### config.mk
export PLATFORM = sky130hd
export DESIGN_NAME = powerline_frame_receiver
export DESIGN_NICKNAME = d
export VERILOG_FILES = /design/src/rtl/pfr_pkg.sv /design/src/rtl/pfr_frame.sv /design/src/rtl/powerline_frame_receiver.sv
export SDC_FILE = /design/constraint.sdc
export NUM_CORES = 1
export LEC_CHECK = 0
export BUFFER_PORTS_ARGS = -buffer_cell sky130_fd_sc_hd__buf_2
export CORE_ASPECT_RATIO = 0.8
export CORE_UTILIZATION = 40
export DETAILED_ROUTE_END_ITERATION = 6
export PLACE_DENSITY = 0.57
export SLEW_MARGIN = 20
export SYNTH_ARGS = -nofsm -noshare
export SYNTH_HDL_FRONTEND = slang
export SYNTH_SLANG_ARGS = --single-unit
### constraint.sdc
create_clock -name clk_i -period 2.4 [get_ports clk_i]
set_input_delay 0.48 -clock clk_i [delete_from_list [all_inputs] [get_ports clk_i]]
set_output_delay 0.48 -clock clk_i [all_outputs]
set_load 0.02 [all_outputs]
### src/rtl/pfr_pkg.sv
// Shared types and constants of the powerline frame receiver.
package pfr_pkg;

  // Receive phase; the fourth code is unused and decodes as hunting
  typedef enum logic [1:0] {
    PH_HUNT = 2'd0,
    PH_ADDR = 2'd1,
    PH_CMD  = 2'd2
  } phase_e;

  // Configuration register indexes
  typedef enum logic [1:0] {
    CFG_OWN_ADDR   = 2'd0,
    CFG_BCAST_ADDR = 2'd1,
    CFG_TIMEOUT    = 2'd2
  } cfg_idx_e;

  localparam int unsigned CFG_IDX_W = 2;
  localparam int unsigned CFG_W     = 8;
  localparam int unsigned CMD_W     = 4;
  localparam int unsigned START_W   = 4;
  localparam int unsigned XCNT_W    = 8;

  localparam logic [START_W-1:0] START_PATTERN   = 4'hE;
  localparam logic [CFG_W-1:0]   OWN_ADDR_RST    = 8'd60;
  localparam logic [CFG_W-1:0]   BCAST_ADDR_RST  = 8'd170;
  localparam logic [CFG_W-1:0]   TIMEOUT_RST     = 8'd50;
  localparam logic [XCNT_W-1:0]  XCNT_MAX        = 8'hFF;

  // One result beat
  typedef struct packed {
    logic             command_valid;
    logic [CMD_W-1:0] command;
    logic             ready_res;
  } result_t;

  // Configuration seen by the frame decoder
  typedef struct packed {
    logic [CFG_W-1:0] own_addr;
    logic [CFG_W-1:0] bcast_addr;
    logic [CFG_W-1:0] timeout;
  } cfg_t;

endpackage

### src/rtl/pfr_frame.sv
// Frame decoder: start hunt, address and command shift, timeout and match.
module pfr_frame
  import pfr_pkg::*;
#(
  parameter int unsigned ADDRESS_BITS = 8,
  parameter int unsigned COMMAND_BITS = 4
) (
  input  logic    clk_i,
  input  logic    rst_ni,
  input  logic    step_i,
  input  logic    data_bit_i,
  input  cfg_t    cfg_i,
  output result_t res_o
);

  localparam int unsigned MAX_BITS = (ADDRESS_BITS > COMMAND_BITS) ? ADDRESS_BITS
                                                                   : COMMAND_BITS;
  localparam int unsigned CNT_W    = $clog2(MAX_BITS + 1);

  phase_e                    phase_q, phase_d;
  logic [START_W-1:0]        start_q, start_d;
  logic [ADDRESS_BITS-1:0]   addr_q, addr_d;
  logic [COMMAND_BITS-1:0]   cmd_q, cmd_d;
  logic [CNT_W-1:0]          bit_cnt_q, bit_cnt_d;
  logic [XCNT_W-1:0]         xcnt_q, xcnt_d;

  logic [START_W-1:0]        start_new;
  logic [ADDRESS_BITS:0]     addr_sh;
  logic [COMMAND_BITS:0]     cmd_sh;
  logic [CNT_W-1:0]          cnt_inc;
  logic [ADDRESS_BITS+CFG_W-1:0] own_ext, bcast_ext;
  logic [COMMAND_BITS+CMD_W-1:0] cmd_ext;
  logic                      addr_match;
  logic                      relisten;

  assign start_new  = {start_q[START_W-2:0], data_bit_i};
  assign addr_sh    = {addr_q, data_bit_i};
  assign cmd_sh     = {cmd_q, data_bit_i};
  assign cnt_inc    = bit_cnt_q + CNT_W'(1);
  // registers masked or zero-extended to the address width
  assign own_ext    = {ADDRESS_BITS'(0), cfg_i.own_addr};
  assign bcast_ext  = {ADDRESS_BITS'(0), cfg_i.bcast_addr};
  assign addr_match = (addr_q == own_ext[ADDRESS_BITS-1:0]) ||
                      (addr_q == bcast_ext[ADDRESS_BITS-1:0]);
  assign cmd_ext    = {CMD_W'(0), cmd_sh[COMMAND_BITS-1:0]};

  always_comb begin
    phase_d   = phase_q;
    start_d   = start_q;
    addr_d    = addr_q;
    cmd_d     = cmd_q;
    bit_cnt_d = bit_cnt_q;
    relisten  = 1'b0;
    res_o     = '0;
    case (phase_q)
      PH_ADDR: begin
        addr_d = addr_sh[ADDRESS_BITS-1:0];
        if (cnt_inc == CNT_W'(ADDRESS_BITS)) begin
          phase_d   = PH_CMD;
          bit_cnt_d = '0;
        end else begin
          bit_cnt_d = cnt_inc;
        end
      end
      PH_CMD: begin
        cmd_d = cmd_sh[COMMAND_BITS-1:0];
        if (cnt_inc == CNT_W'(COMMAND_BITS)) begin
          bit_cnt_d = '0;
          relisten  = 1'b1;
          if (addr_match) begin
            res_o.command_valid = 1'b1;
            res_o.command       = cmd_ext[CMD_W-1:0];
          end
        end else begin
          bit_cnt_d = cnt_inc;
        end
      end
      default: begin
        start_d = start_new;
        if (xcnt_q > cfg_i.timeout) begin
          relisten = 1'b1;
        end else if (start_new == START_PATTERN) begin
          phase_d = PH_ADDR;
        end
      end
    endcase
    if (relisten) begin
      phase_d         = PH_HUNT;
      start_d         = '0;
      addr_d          = '0;
      cmd_d           = '0;
      res_o.ready_res = 1'b1;
    end
  end

  // count restarts at zero and is bumped for this beat
  always_comb begin
    if (relisten) begin
      xcnt_d = XCNT_W'(1);
    end else if (xcnt_q == XCNT_MAX) begin
      xcnt_d = xcnt_q;
    end else begin
      xcnt_d = xcnt_q + XCNT_W'(1);
    end
  end

  always_ff @(posedge clk_i or negedge rst_ni) begin
    if (!rst_ni) begin
      phase_q   <= PH_HUNT;
      start_q   <= '0;
      addr_q    <= '0;
      cmd_q     <= '0;
      bit_cnt_q <= '0;
      xcnt_q    <= '0;
    end else if (step_i) begin
      phase_q   <= phase_d;
      start_q   <= start_d;
      addr_q    <= addr_d;
      cmd_q     <= cmd_d;
      bit_cnt_q <= bit_cnt_d;
      xcnt_q    <= xcnt_d;
    end
  end

endmodule

### src/rtl/powerline_frame_receiver.sv
// Top level of the powerline frame receiver: config registers, decoder and output buffer.
//
// Takes one sampled carrier bit per beat (one per mains zero crossing) and
// returns exactly one result beat for each: command_valid/command when a
// frame addressed to this unit (own or broadcast address) has just ended, and
// ready_res when listening restarts after a frame or a start-hunt timeout.
// A frame is the start pattern 1,1,1,0, then ADDRESS_BITS address bits and
// COMMAND_BITS command bits, first bit received as MSB. The decoder does all
// of one bit's work combinationally; while in_stall_o is low a bit is taken
// every cycle, its result registered in the output buffer. A two-entry output
// buffer (result register plus skid register) sits on the output side, so
// in_stall_o rises only once two results are waiting and comes straight from
// a register. Configuration writes are always ready and must be made while
// the block is idle; there is no clearing pass after reset.
module powerline_frame_receiver
  import pfr_pkg::*;
#(
  parameter int unsigned ADDRESS_BITS = 8,
  parameter int unsigned COMMAND_BITS = 4
) (
  input  logic                 clk_i,
  input  logic                 rst_ni,
  // configuration writes
  input  logic                 cfg_valid_i,
  output logic                 cfg_ready_o,
  input  logic [CFG_IDX_W-1:0] cfg_index_i,
  input  logic [CFG_W-1:0]     cfg_data_i,
  // bit input
  input  logic                 in_valid_i,
  output logic                 in_stall_o,
  input  logic                 data_bit_i,
  // result output
  output logic                 out_valid_o,
  input  logic                 out_stall_i,
  output logic                 command_valid_o,
  output logic [CMD_W-1:0]     command_o,
  output logic                 ready_res_o
);

  cfg_t    cfg_q;
  result_t res;
  result_t out_q, out_d, skid_q, skid_d;
  logic    out_valid_q, out_valid_d, skid_valid_q, skid_valid_d;
  logic    in_accept, out_fire;

  // ---- configuration registers ----
  assign cfg_ready_o = 1'b1;

  always_ff @(posedge clk_i or negedge rst_ni) begin
    if (!rst_ni) begin
      cfg_q.own_addr   <= OWN_ADDR_RST;
      cfg_q.bcast_addr <= BCAST_ADDR_RST;
      cfg_q.timeout    <= TIMEOUT_RST;
    end else if (cfg_valid_i) begin
      case (cfg_idx_e'(cfg_index_i))
        CFG_OWN_ADDR:   cfg_q.own_addr   <= cfg_data_i;
        CFG_BCAST_ADDR: cfg_q.bcast_addr <= cfg_data_i;
        CFG_TIMEOUT:    cfg_q.timeout    <= cfg_data_i;
        default: ;  // unmapped index: write dropped
      endcase
    end
  end

  // ---- frame decoder ----
  assign in_accept = in_valid_i && !skid_valid_q;
  assign in_stall_o = skid_valid_q;

  pfr_frame #(
    .ADDRESS_BITS (ADDRESS_BITS),
    .COMMAND_BITS (COMMAND_BITS)
  ) u_frame (
    .clk_i      (clk_i),
    .rst_ni     (rst_ni),
    .step_i     (in_accept),
    .data_bit_i (data_bit_i),
    .cfg_i      (cfg_q),
    .res_o      (res)
  );

  // ---- output register with skid entry ----
  assign out_fire = out_valid_q && !out_stall_i;

  always_comb begin
    out_valid_d  = out_valid_q;
    out_d        = out_q;
    skid_valid_d = skid_valid_q;
    skid_d       = skid_q;
    if (out_fire || !out_valid_q) begin
      if (skid_valid_q) begin
        // skid drains first; input is stalled this cycle
        out_valid_d  = 1'b1;
        out_d        = skid_q;
        skid_valid_d = 1'b0;
      end else begin
        out_valid_d = in_accept;
        out_d       = res;
      end
    end else if (in_accept) begin
      // result register held: park the new beat
      skid_valid_d = 1'b1;
      skid_d       = res;
    end
  end

  always_ff @(posedge clk_i or negedge rst_ni) begin
    if (!rst_ni) begin
      out_valid_q  <= 1'b0;
      skid_valid_q <= 1'b0;
    end else begin
      out_valid_q  <= out_valid_d;
      skid_valid_q <= skid_valid_d;
    end
  end

  always_ff @(posedge clk_i) begin
    out_q  <= out_d;
    skid_q <= skid_d;
  end

  assign out_valid_o     = out_valid_q;
  assign command_valid_o = out_q.command_valid;
  assign command_o       = out_q.command;
  assign ready_res_o     = out_q.ready_res;

  // ---- assertions ----
  // a delivered command always closes the frame
  a_cmd_closes_frame: assert property (@(posedge clk_i) disable iff (!rst_ni)
    out_valid_o && command_valid_o |-> ready_res_o)
    else $error("command beat without ready_res");

  // command nibble is zero unless flagged valid
  a_cmd_zero: assert property (@(posedge clk_i) disable iff (!rst_ni)
    out_valid_o && !command_valid_o |-> command_o == '0)
    else $error("command set without command_valid");

  // skid only fills behind a held result
  a_skid_order: assert property (@(posedge clk_i) disable iff (!rst_ni)
    skid_valid_q |-> out_valid_q)
    else $error("skid entry valid with empty result register");

  // every accepted bit leaves a result behind it
  a_accept_result: assert property (@(posedge clk_i) disable iff (!rst_ni)
    in_accept |=> out_valid_q)
    else $error("accepted beat produced no result");

endmodule

==> impl_metrics.toml <==
[clock_tree]
clockBufferDepth = 2
cts_setup_buffers = 0
cts-hold-fix-buffers = 0
cts.htree.levels = 3
cts_tree = "built"
clkSinkCount = 66
worstSkewPairLatency_ns = 0.35
clockRootBuffer = "clkbuf_8"
numCtsBuffers = 9
cts.clk_slew.worst_paths_ns = 0.08

[placed_design]
preCtsSetupSlack_ns = 0.0313
dp_hpwl_mm = 4.55
place.gp.congestion = 0.786
placed_area_um2 = 3500
port_buffers = 23

[synthesis]
postSynthAreaPerCell_um2 = 12.2
synth_top_family_by_area = "simple AND/OR/NAND/NOR gates"
synth_compound_area_frac = 0.105
synth_mux_area_frac = 0.105
ys_ff_latch = 66
synth_xor_area_frac = 0.0570
synth_ff_type = "dfrtp_1"
syn_inst = 264
ys_seq_area_frac = 0.534
synth-adder-area-share = 0.0465
syn-num-nets = 292
yosys_warnings = 0
async_flop_share = 0.818
synth-simple-area-share = 0.122
synth_area_um2 = 3230
synth_edf_count = 12
synthDistinctLibCells = 54

[grt]
antenna_found_initial = 0
overflow = 0
gr-usage-all-layers = 0.166
grt_max_degree = 33
grt_pass1_wl_mm = 10.2
grt_pass1_vias = 2008

[critical_path]
reg2reg_depth = 9
path_delay_family = "compound AO/OA/AOI/OAI gates"
cp-end-kind = "flip-flop"
critPathKind = "reg2reg"
cp.required_ns = 2.63
timing.rr.end = "u_frame.xcnt_q[0]"
cp-startpoint = "cfg_q[1]"
path_cells = "inv_1 -> ha_1 -> nor2b_1 -> o21a_1 -> o2111ai_2 -> and3_4 -> nor2_1 -> buf_4 -> o31a_1"
reg2reg_slack_ns = 0.12
crit_buf_inv = 2
worstReg2RegStart = "cfg_q[1]"
cpPeakStageDelay_ns = 0.53
crit_fanout = 8
startpoint_type = "flip-flop"
arrival_ns = 2.52
critPathSlowestCell = "dfstp_2"

[die]
die-area_um2 = 8440
boundaryPins = 25
die_h_um = 82.4
die_w_um = 102
core_area_um2 = 7600
std_cell_rows = 28
initial_utilization = 0.425

[power_and_ir_drop]
p_int_uw = 2340
seqPwrFrac = 0.459
switching_share = 0.308
design_power_total_uw = 3390
clkPwrFrac = 0.315
combPwrFrac = 0.226
power_switching_uw = 1040
leakagePower_uw = 0.00169
power_per_cell_area_nw_per_um2 = 906
peakVddDrop_mv = 0.346

[sta]
fin_crit_ns = 2.28
fin_crit_sh = 0.952
rsz0062_at_grt = "false"
tns_ns = 0
fin_skew_ns = 0.00878
relSlewSlack = 0.643
fmax_mhz = 438
worst_slack_ns = 0.116
tightestPinTransition_ns = 0.536
slew_violations = 0
setup_viol = 0
hold_viol_final = 0

[route]
finalWirelength_mm = 6.27
drt.antenna.violating_nets = 0
vias = 2102
wl_per_cell_um = 15.2
drc = 0
first_iter_violations = 54
vias_per_cell = 5.11
dr.pass1.iters = 5

[finish]
drive_gt1_frac = 0.359
design_area_um2 = 3740
final_common_cell = "dfrtp_1"
diodes = 0
syn_to_final_growth_pct = 15.7
nNetsFinal = 329
final_cell_mix = "dfrtp_1 (43), mux2_2 (30), buf_2 (23)"
nFillCells = 716

[min_path]
holdCritPathClass = "in2async"

[flow_run]
cap_violations = 0

[outcome]
status = "complete, no violations"
[metal layers]
metal  part of all wire  vias to the layer above  GRT usage
li1                   -                     1023          -
met1               0.53                     1043      0.237
met2               0.42                       29      0.239
met3              0.039                        7     0.0556
met4              0.010                        0     0.0471
met5                  0                        -          0
[cells in the mapped netlist, drive strengths merged, types with 2 or more instances]
cell type / n / area (um^2)
nor4: 4 / 25.0
and3: 4 / 30.0
a21o: 2 / 16.3
ha: 12 / 150
and2: 5 / 31.3
clkbuf: 2 / 17.5
a22o: 15 / 143
inv: 13 / 48.8
xor2: 20 / 175
a21oi: 6 / 30.0
nand3b: 2 / 15.0
mux2: 30 / 338
dfstp: 11 / 289
buf: 3 / 30.0
nand2: 16 / 60.1
nor3: 2 / 15.0
nand4: 3 / 25.0
edfxtp: 12 / 360
nor2: 17 / 66.3
o21ai: 12 / 71.3
dfrtp: 43 / 1080
nand3: 8 / 45.0
o21a: 2 / 15.0
[how the worst max path moves through the flow]
stage / endpoint / slack, ns / depth (start not counted)
floorplan: u_frame.addr_q[0] / 0.19 / 10
global placement: u_frame.xcnt_q[0] / 0.11 / 9
detailed placement: u_frame.xcnt_q[0] / 0.03 / 9
CTS: u_frame.xcnt_q[0] / 0.01 / 9
global route: u_frame.xcnt_q[0] / 0.01 / 9
finish: u_frame.xcnt_q[0] / 0.12 / 9
[worst register-to-register path, stage by stage (launching register included)]
cell	delay, ns
dfstp_2	0.53
inv_1	0.04
ha_1	0.31
nor2b_1	0.14
o21a_1	0.18
o2111ai_2	0.22
and3_4	0.25
nor2_1	0.05
buf_4	0.18
o31a_1	0.28
[power by group through the flow]
| stage | clock [uW] | sequential [uW] | combinational [uW] |
|---|---|---|---|
| 6_report | 1070 | 1550 | 764 |
| 5_1_grt | 1140 | 1590 | 859 |
| 4_1_cts | 1090 | 1550 | 762 |
| 3_5_place_dp | 0 | 1570 | 756 |
| 3_3_place_gp | 0 | 1570 | 740 |
| 2_1_floorplan | 0 | 1550 | 553 |
[sequential cells by signal (all words and copies together) (netlist names)]
| name | count |
|---|---|
| cfg_q | 24 |
| command_o | 4 |
| command_valid_o | 1 |
| in_stall_o | 1 |
| out_valid_o | 1 |
| ready_res_o | 1 |
| skid_q | 6 |
| u_frame.addr_q | 8 |
| u_frame.bit_cnt_q | 4 |
| u_frame.cmd_q | 3 |
| u_frame.phase_q | 2 |
| u_frame.start_q | 3 |
| u_frame.xcnt_q | 8 |
[logic make-up (layout without fill, tap and decap cells)]
family,Yosys count,after routing
compound gates,45,45
xor+xnor,21,21
fa+ha+maj,12,12
buf+inv,18,60
flops,66,66
mux,30,30
other cells,1,1
simple gates,71,71
[stage by stage]
stage | util | hold slack (ns) | instances
6_report | 0.492 | 0.104 | 411
2_1_floorplan | - | 0.184 | 264
5_1_grt | 0.492 | 0.129 | 411
3_5_place_dp | 0.461 | 0.487 | 395
3_3_place_gp | 0.461 | 0.488 | 395
4_1_cts | 0.490 | 0.109 | 411
[final cells by class]
cell class / instances / area (um^2) / share of cell area
clock inverter: 7 / 101 / 0.0271
multi-input combinational: 180 / 1420 / 0.380
sequential: 66 / 1730 / 0.462
clock buffer: 9 / 124 / 0.0331
timing repair buffer: 31 / 188 / 0.0502
tap: 105 / 131 / 0.0352
inverter: 13 / 48.8 / 0.0131
[repair_timing]
| action | 4_1_cts | 5_1_grt |
|---|---|---|
| gates resized for setup | 0 | 3 |
| setup endpoints to repair | 0 | 15 |
| endpoints found under the hold margin | 0 | 0 |
No activity file was read; power rests on OpenSTA's default activity.
